### src/hw/rtl/dea_pkg.sv
`default_nettype none
package dea_pkg;

  localparam int MAX_NODES_DEF = 8;
  localparam int DW = 48;
  localparam int IW = 32;

  localparam logic [2:0] ACT_CLEAR      = 3'd0;
  localparam logic [2:0] ACT_LOAD_POINT = 3'd1;
  localparam logic [2:0] ACT_LOAD_NODE  = 3'd2;
  localparam logic [2:0] ACT_ACCUM      = 3'd3;
  localparam logic [2:0] ACT_READ       = 3'd4;

  typedef enum logic [3:0] {
    DP_NOP, DP_MUL, DP_ADD, DP_RD_I, DP_RD_J, DP_RES_ADD, DP_K_WR, DP_ROW_END, DP_COL_END
  } dp_op_t;

  typedef enum logic [4:0] {
    S_RATE, S_GUX, S_GUY, S_GUZ, S_A, S_B, S_TA, S_TB,
    S_NI, S_GIX, S_GIY, S_GIZ, S_NJ, S_GJX, S_GJY, S_GJZ,
    S_DU, S_T0, S_T1, S_T2
  } slot_t;

  typedef struct packed {
    dp_op_t op;
    slot_t  a;
    slot_t  b;
    slot_t  dst;
  } uop_t;

  typedef struct packed {
    logic   accept;
    logic   go;
    dp_op_t op;
    slot_t  a;
    slot_t  b;
    slot_t  dst;
    logic   emit;
    logic   emit_read;
  } dp_cmd_t;

  typedef struct packed {
    logic done;
    logic jac;
  } dp_stat_t;

  localparam logic [4:0] P_ROW = 5'd0;
  localparam logic [4:0] P_COL = 5'd11;

  function automatic logic signed [DW-1:0] sadd(input logic signed [DW-1:0] x,
                                               input logic signed [DW-1:0] y);
    logic signed [DW:0] s;
    s = {x[DW-1], x} + {y[DW-1], y};
    if (s[DW] != s[DW-1]) begin
      return s[DW] ? {1'b1, {(DW-1){1'b0}}} : {1'b0, {(DW-1){1'b1}}};
    end
    return s[DW-1:0];
  endfunction

  function automatic uop_t uop_at(input logic [4:0] pc);
    uop_t u;
    u = '{op: DP_NOP, a: S_T0, b: S_T0, dst: S_T0};
    case (pc)
      5'd0:  u = '{op: DP_RD_I,    a: S_T0,   b: S_T0,  dst: S_T0};
      5'd1:  u = '{op: DP_MUL,     a: S_GUX,  b: S_GIX, dst: S_T0};
      5'd2:  u = '{op: DP_MUL,     a: S_GUY,  b: S_GIY, dst: S_T1};
      5'd3:  u = '{op: DP_ADD,     a: S_T0,   b: S_T1,  dst: S_T0};
      5'd4:  u = '{op: DP_MUL,     a: S_GUZ,  b: S_GIZ, dst: S_T1};
      5'd5:  u = '{op: DP_ADD,     a: S_T0,   b: S_T1,  dst: S_DU};
      5'd6:  u = '{op: DP_MUL,     a: S_RATE, b: S_NI,  dst: S_T0};
      5'd7:  u = '{op: DP_MUL,     a: S_A,    b: S_DU,  dst: S_T1};
      5'd8:  u = '{op: DP_ADD,     a: S_T0,   b: S_T1,  dst: S_T0};
      5'd9:  u = '{op: DP_RES_ADD, a: S_T0,   b: S_T0,  dst: S_T0};
      5'd10: u = '{op: DP_ROW_END, a: S_T0,   b: S_T0,  dst: S_T0};
      5'd11: u = '{op: DP_RD_J,    a: S_T0,   b: S_T0,  dst: S_T0};
      5'd12: u = '{op: DP_MUL,     a: S_NJ,   b: S_NI,  dst: S_T0};
      5'd13: u = '{op: DP_MUL,     a: S_T0,   b: S_TB,  dst: S_T0};
      5'd14: u = '{op: DP_MUL,     a: S_B,    b: S_NJ,  dst: S_T1};
      5'd15: u = '{op: DP_MUL,     a: S_T1,   b: S_DU,  dst: S_T1};
      5'd16: u = '{op: DP_MUL,     a: S_T1,   b: S_TA,  dst: S_T1};
      5'd17: u = '{op: DP_ADD,     a: S_T0,   b: S_T1,  dst: S_T0};
      5'd18: u = '{op: DP_MUL,     a: S_GJX,  b: S_GIX, dst: S_T1};
      5'd19: u = '{op: DP_MUL,     a: S_GJY,  b: S_GIY, dst: S_T2};
      5'd20: u = '{op: DP_ADD,     a: S_T1,   b: S_T2,  dst: S_T1};
      5'd21: u = '{op: DP_MUL,     a: S_GJZ,  b: S_GIZ, dst: S_T2};
      5'd22: u = '{op: DP_ADD,     a: S_T1,   b: S_T2,  dst: S_T1};
      5'd23: u = '{op: DP_MUL,     a: S_A,    b: S_T1,  dst: S_T1};
      5'd24: u = '{op: DP_MUL,     a: S_T1,   b: S_TA,  dst: S_T1};
      5'd25: u = '{op: DP_ADD,     a: S_T0,   b: S_T1,  dst: S_T0};
      5'd26: u = '{op: DP_K_WR,    a: S_T0,   b: S_T0,  dst: S_T0};
      5'd27: u = '{op: DP_COL_END, a: S_T0,   b: S_T0,  dst: S_T0};
      default: u = '{op: DP_NOP,   a: S_T0,   b: S_T0,  dst: S_T0};
    endcase
    return u;
  endfunction

endpackage
`default_nettype wire

### src/hw/rtl/dea_ctrl.sv
`default_nettype none
module dea_ctrl #(
  parameter int MAX_NODES = dea_pkg::MAX_NODES_DEF
) (
  input  wire logic                             clk,
  input  wire logic                             rst_n,
  input  wire logic                             in_valid,
  input  wire logic [2:0]                       in_action,
  output logic                                  in_stall,
  output logic                                  out_valid,
  input  wire logic                             out_stall,
  input  wire logic [3:0]                       nodes,
  input  wire dea_pkg::dp_stat_t                stat,
  output dea_pkg::dp_cmd_t                      cmd,
  output logic [$clog2(MAX_NODES+1)-1:0]        row_i,
  output logic [$clog2(MAX_NODES+1)-1:0]        col_j
);

  localparam int CW = $clog2(MAX_NODES + 1);

  typedef enum logic [1:0] {ST_IDLE, ST_EXEC, ST_WAIT, ST_FINISH} state_t;

  state_t        state_r;
  logic [4:0]    pc_r;
  logic [CW-1:0] i_r, j_r;
  logic          rd_r, out_valid_r;

  logic [CW-1:0]  n_c;
  dea_pkg::uop_t  u;
  logic           accept, emit, last_row, last_col;

  always_comb begin
    n_c      = (32'(nodes) > MAX_NODES) ? CW'(MAX_NODES) : CW'(nodes);
    u        = dea_pkg::uop_at(pc_r);
    accept   = in_valid && (state_r == ST_IDLE);
    emit     = (state_r == ST_FINISH) && (!out_valid_r || !out_stall);
    last_row = (32'(i_r) + 1) >= 32'(n_c);
    last_col = (32'(j_r) + 1) >= 32'(n_c);

    cmd.accept    = accept;
    cmd.go        = (state_r == ST_EXEC) && (u.op != dea_pkg::DP_ROW_END) &&
                    (u.op != dea_pkg::DP_COL_END);
    cmd.op        = u.op;
    cmd.a         = u.a;
    cmd.b         = u.b;
    cmd.dst       = u.dst;
    cmd.emit      = emit;
    cmd.emit_read = rd_r;
  end

  always_ff @(posedge clk) begin
    if (!rst_n) begin
      state_r     <= ST_IDLE;
      pc_r        <= dea_pkg::P_ROW;
      i_r         <= '0;
      j_r         <= '0;
      rd_r        <= 1'b0;
      out_valid_r <= 1'b0;
    end else begin
      if (out_valid_r && !out_stall && !emit) begin
        out_valid_r <= 1'b0;
      end
      unique case (state_r)
        ST_IDLE: begin
          if (accept) begin
            rd_r <= (in_action == dea_pkg::ACT_READ);
            if ((in_action == dea_pkg::ACT_ACCUM) && (n_c != '0)) begin
              i_r     <= '0;
              pc_r    <= dea_pkg::P_ROW;
              state_r <= ST_EXEC;
            end else begin
              state_r <= ST_FINISH;
            end
          end
        end
        ST_EXEC: begin
          case (u.op)
            dea_pkg::DP_ROW_END: begin
              if (stat.jac) begin
                j_r  <= '0;
                pc_r <= dea_pkg::P_COL;
              end else if (last_row) begin
                state_r <= ST_FINISH;
              end else begin
                i_r  <= i_r + CW'(1);
                pc_r <= dea_pkg::P_ROW;
              end
            end
            dea_pkg::DP_COL_END: begin
              if (!last_col) begin
                j_r  <= j_r + CW'(1);
                pc_r <= dea_pkg::P_COL;
              end else if (last_row) begin
                state_r <= ST_FINISH;
              end else begin
                i_r  <= i_r + CW'(1);
                pc_r <= dea_pkg::P_ROW;
              end
            end
            default: state_r <= ST_WAIT;
          endcase
        end
        ST_WAIT: begin
          if (stat.done) begin
            pc_r    <= pc_r + 5'd1;
            state_r <= ST_EXEC;
          end
        end
        ST_FINISH: begin
          if (emit) begin
            out_valid_r <= 1'b1;
            state_r     <= ST_IDLE;
          end
        end
        default: state_r <= ST_IDLE;
      endcase
    end
  end

  assign in_stall  = (state_r != ST_IDLE);
  assign out_valid = out_valid_r;
  assign row_i     = i_r;
  assign col_j     = j_r;

endmodule
`default_nettype wire

### config.mk
export PLATFORM = sky130hd
export DESIGN_NAME = dea_ctrl
export DESIGN_NICKNAME = d
export VERILOG_FILES = /design/src/hw/rtl/dea_pkg.sv /design/src/hw/rtl/dea_ctrl.sv
export SDC_FILE = /design/constraint.sdc
export NUM_CORES = 1
export LEC_CHECK = 0
export ABC_AREA = 1
export BUFFER_PORTS_ARGS = -buffer_cell sky130_fd_sc_hd__buf_2
export CAP_MARGIN = 20
export CORE_ASPECT_RATIO = 1.2
export CORE_MARGIN = 1.5
export CORE_UTILIZATION = 50
export CTS_BUF_LIST = sky130_fd_sc_hd__clkbuf_4 sky130_fd_sc_hd__clkbuf_8 sky130_fd_sc_hd__clkbuf_16
export DETAILED_ROUTE_END_ITERATION = 8
export GPL_TIMING_DRIVEN = 1
export PLACE_DENSITY_LB_ADDON = 0.1
export RECOVER_POWER = 50
export SYNTH_ARGS = -nofsm -noshare
export SYNTH_HDL_FRONTEND = slang
export SYNTH_SLANG_ARGS = --single-unit
### constraint.sdc
create_clock -name clk -period 3.1 [get_ports clk]
set_input_delay 0.155 -clock clk [delete_from_list [all_inputs] [get_ports clk]]
set_output_delay 0.155 -clock clk [all_outputs]
set_load 0.02 [all_outputs]
---- Yosys cells after proc, flatten, opt, wreduce, memory -nomap -nowiden ----
Memory sizes are Yosys's and may differ from the RTL's. A register that Yosys moved wholly into a read port is not among the register bits.
Index checks and enable logic that the tools add are counted.
Widths: inputs -> output; s select.
word-level totals
  register bits after elaboration ......... 17
  ROM bits ................................ 512
  input port bits ......................... 13
  output and inout port bits .............. 33
  logic and storage cells ................. 88
  memories kept ........................... 1
memories
  name              words  bits a word  read ports  clocked after memory_dff  write ports  RTL line       RTL
  (name not given)  32     16           1           1                         0            dea_pkg.sv:63  case (pc)
operators by class
  $add $sub $neg .......................... 5
  $lt $le $gt $ge ......................... 3
  equal/unequal tests ..................... 18
  mux-type cells .......................... 33
  reduce and logical (&&, ||, !) cells .... 22
operators by type and width
  cell                 number
  $mux 5               8
  $mux 4               8
  $pmux 4 s2           3
  $pmux 5 s3           1
  $mux 2               7
  $add 4x1->5 const B  2
  $ge 5x4->1           2
  $ne 2x2->1 const B   5
  $pmux 5 s2           1
  $reduce_and 5->1     2
  $add 4x1->4 const B  2
  $pmux 2 s4           1
  $logic_and 1x1->1    7
  $ne 3x3->1 const B   2
  $reduce_and 6->1     1
  $reduce_bool 2->1    3
  $add 5x1->5 const B  1
  $eq 2x2->1 const B   2
  $eq 4x3->1 const B   1
  $eq 4x4->1 const B   1
  $gt 4x4->1 const B   1
  $ne 4x3->1 const B   1
  $ne 4x4->1 const B   1
  $pmux 2 s2           1
  13 further kinds     17

---- Logic depth before layout (Yosys ltp) ----
  word-level depth ........................ 9
  mapped depth ............................ 26
  depth with buffers taken out ............ 26

---- Worst setup path after synthesis ----
No wires, ideal clock.
  kind .................................... register to register
  start point ............................. register i_r[0] (netlist: row_i[0])
  end point ............................... register u[11] (netlist name)
  library setup time ...................... 0.109 ns
  arrival time ............................ 2.902 ns
  data required time ...................... 2.991 ns
  path slack .............................. 0.089 ns
  stages on the path, launching flop included .. 21
  buffers on the path ..................... 0
  period minus slack after synthesis ...... 3.011 ns
  path through ............................ dfxtp_1 > ha_1 > xor2_1 > ha_1 > nand2_1 > nand2_1 > nand3_1 > nand4_2 > nand2_1 > o21ai_0 > nand2_1 > nand2_1 > nand2_1 > clkinv_1 > ha_1 > nand3_1 > nor2_1 > nor2_1 > nand2_1 > nand2_1 > inv_1
between the ends
  word-level cells in the longest chain between the ends .. 8
  elaborated cells on any way between the ends .. 9
  classes of those cells .................. add/sub (1); order compare (1); mux (7)
ends and longest elaborated chain
  element                           RTL line        RTL
  from (decl)                       dea_ctrl.sv:25  logic [CW-1:0] i_r, j_r;
  from (signal assigned)            dea_ctrl.sv:85  i_r <= i_r + CW'(1);
  from (signal assigned)            dea_ctrl.sv:96  i_r <= i_r + CW'(1);
  $add 4x1->5 *                     dea_ctrl.sv:37  last_row = (32'(i_r) + 1) >= 32'(n_c);
  $ge 5x4->1 *                      dea_ctrl.sv:37
  $mux 5 *                          --
  $mux 5, on equally long branches  --
  $pmux 5 s2 *                      --
  $pmux 5 s3 *                      --
  $mux 5 (no line) * (2 in a row)   --
Every way passes the cells marked *; elsewhere a longest branch is shown, timed or not.
A chain may end at the register's enable or synchronous reset.

---- Worst setup path after layout ----
  start point ............................. register i_r[0] (netlist: row_i[0])
  end point ............................... register u[10] (netlist name)
between the ends
  word-level cells in the longest chain between the ends .. 8
  elaborated cells on any way between the ends .. 9
  classes of those cells .................. add/sub (1); order compare (1); mux (7)
ends and longest elaborated chain
  element                           RTL line
  $add 4x1->5 *                     dea_ctrl.sv:37
  $ge 5x4->1 *                      dea_ctrl.sv:37
  $mux 5 *                          --
  $mux 5, on equally long branches  --
  $pmux 5 s2 *                      --
  $pmux 5 s3 *                      --
  $mux 5 (no line) * (2 in a row)   --
Marked as above.

==> results.json <==
{
  "outcome": "finished, final reports clean",
  "crit_top_cell": "nand2_1",
  "grt_pass1_vias": 2261,
  "power_switching_share_pct": 41.1,
  "hold_viol_final": 0,
  "fin_crit_ps": 2900,
  "fin_nets": 470,
  "mostFrequentLayoutCells": "nand2_1 (105), inv_1 (42), nand3_1 (42)",
  "path_clk_slew_ps": 70,
  "fin_cells": 490,
  "synth.avg_cell_area_um2": 6.75,
  "routabilityCongestion": 0.858,
  "antenna_found_initial": 0,
  "num_antenna_cells": 0,
  "cp_data_arrival_time_ps": 3090,
  "r2r_start": "row_i[0]",
  "pwr-share-clk_pct": 27.5,
  "hold_class": "in -> reg",
  "postCtsHoldBufs": 0,
  "path_cells": "ha_1 -> xor2_1 -> ha_1 -> nand2_1 -> inv_1 -> nand4_1 -> nand4_4 -> nand2_2 -> o21ai_2 -> nand2_1 -> nand2_1 -> nand2_1 -> buf_6 -> ha_4 -> inv_1 -> nand2_2 -> nand2_1 -> a21oi_1 -> nand2_1",
  "totalPowerFinal_w": 0.00181,
  "reg2reg_to": "u[10]",
  "die_height_um": 81.5,
  "synth.distinct_cells": 41,
  "post-route-period-util_pct": 93.5,
  "io_buffer_count": 42,
  "clock-sinks": 33,
  "antenna_left": 0,
  "drv_cap": 0,
  "place.detailed.hpwl_um": 4890,
  "die_w_um": 68.4,
  "yosys-top-cells-area": "dfxtp_1 (26%), nand2_1 (16%), ha_1 (14%)",
  "synthArstFlopShare_pct": 0,
  "finalCoreUtilization_pct": 60.5,
  "vias": 2504,
  "synth_edf_count": 0,
  "crit_required_ps": 3290,
  "path_class": "reg -> reg",
  "synth_flop_cell": "dfxtp_1",
  "core_um2": 4940,
  "synth_cells": 380,
  "tightestPinTransition_ps": 517,
  "grt-ovfl-total": 0,
  "viasPerCell": 5.11,
  "core.rowCount": 28,
  "die_area_um2": 5570,
  "power_frac_seq_pct": 29.0,
  "start_util_pct": 52.0,
  "root_buffer": "clkbuf_8",
  "clock.fmax_ghz": 0.345,
  "power_leakage_nw": 1.59,
  "hold_path_end": "out_valid",
  "timing.hold.ws_ps": 136,
  "mostFrequentLayoutCell": "nand2_1",
  "synth_top_cell_area_share_pct": 25.7,
  "area_growth_pct": 16.5,
  "critPathMaxFanout": 8,
  "synth_seq_area_share_pct": 25.7,
  "cp_slowest_cell": "dfxtp_2",
  "grt_max_degree": 23,
  "htree_levels": 2,
  "worstRegToRegCells": 19,
  "dr.pass1.iters": 4,
  "cts.path.max_buffers": 2,
  "p_per_area_nw_per_um2": 605,
  "tritoncts": "built",
  "drtIter0Drc": 104,
  "cp_slowest_stage_delay_ps": 350,
  "final_layout_size_suffix_gt1_share_pct": 17.4,
  "min_from": "out_stall",
  "r2r_slack_ps": 200,
  "grt_pass1_wl_um": 10100,
  "fill_cells": 510,
  "post_drt_wl_per_cell_um": 12.9,
  "drc": 0,
  "fin_tns_setup_ps": 0,
  "wl_um": 6310,
  "io_pins": 46,
  "endpoint_kind": "flip-flop",
  "numCtsBuffers": 5,
  "synth_area_leader_cell": "dfxtp_1",
  "post-place-cells": 480,
  "setup_violations": 0,
  "netlist_area_um2": 2570,
  "slew-limit-headroom_pct": 65.5,
  "p_int_w": 0.00107,
  "max-vdd-ir-drop_v": 0.000208,
  "power_switching_w": 0.000745,
  "setup.worst_path.start_class": "flip-flop",
  "track_usage_pct": 24.1,
  "whs_path_depth": 3,
  "finalMaxSlewViolations": 0,
  "yosys_register_bits": 33,
  "fin_skew_ps": 5.47,
  "combPwrFrac_pct": 43.5,
  "clkLatencyLatePin_ps": 300,
  "yosysWarnings": 0
}
-- per-layer routing --
| metal | part of all wire, % | GRT usage [%] | vias to the layer above | wire length, um |
|---|---|---|---|---|
| li1 | - | - | 1307 | - |
| met1 | 44 | 28.2 | 1127 | 2780 |
| met2 | 51 | 44.0 | 61 | 3220 |
| met3 | 4.0 | 4.93 | 9 | 254 |
| met4 | 1.1 | 5.60 | 0 | 68 |
| met5 | 0 | 0 | - | 0 |
-- cells in the mapped netlist, types with 3 or more instances --
cell type and count:
o21ai_1 3, nand3_1 44, nand2_1 106, inv_1 43, o21ai_0 15, dfxtp_1 33
inv_2 5, nand2_2 10, buf_4 8, a21oi_1 21, nor2_1 18, nand2_4 3
ha_1 28, nor2_2 3, xor2_1 4
-- worst max-delay path, delay by kind of cell, from the launching register on --
family          cells  cell delay, ps
simple gates       10             910
fa+ha+maj           3             810
flops               1             350
compound gates      2             280
buf+inv             3             280
xor+xnor            1             160
-- per-stage QoR --
step,setup WS [ps],instance area [um^2]
after floorplan,88.8,2570
after global placement,147,2830
after detailed placement,100,2830
after CTS,69.8,2970
after global routing,-4.11,2990
final,201,2990
-- cell families after synthesis --
kind of cell               Yosys count  synth area share (%)
adders and majority gates           28                  13.7
and+or+nand+nor                    197                  35.9
other                                2                 0.293
AOI/OAI and AO/OA                   51                  11.5
DFF                                 33                  25.7
buffers and inverters               65                  11.6
xor gates and xnor gates             4                  1.37
-- state kept, by name, indices dropped and copies added (netlist names) --
name       cells
row_i          4
rd_r           1
col_j          4
pc_r           5
state_r        2
u             16
out_valid      1
-- layout make-up --
cell class,count,area (um^2),area share (%)
clock buffers,5,68.8,2.30
clock inverters,3,65.1,2.18
inverters,51,193,6.44
multi-input cells,283,1650,55.2
flip-flops and latches,33,663,22.2
well taps,60,75.1,2.51
repair buffers,55,275,9.21
-- power groups by stage --
stage	sequential (W)	combinational, W	clock [W]
final	0.000525	0.000788	0.000498
after global routing	0.000533	0.000891	0.000521
after CTS	0.000522	0.000768	0.000504
after detailed placement	0.000532	0.000766	0
after global placement	0.000530	0.000755	0
after floorplan	0.000573	0.000543	0
-- worst max path at each step --
stage / startpoint / endpoint / slack, ps / cells after the start
detailed placement: row_i[0] / u[9] / 100 / 20
floorplan: row_i[0] / u[11] / 90 / 20
finish: row_i[0] / u[10] / 200 / 19
global route: row_i[0] / u[10] / -4 / 19
CTS: row_i[0] / u[9] / 70 / 20
global placement: row_i[0] / u[16] / 150 / 20
-- repair_timing --
action,in CTS,in global routing
buffers inserted,0,2
endpoints found under the setup margin,0,14
gates resized for setup,0,12
(Power assumes the default switching activity.)
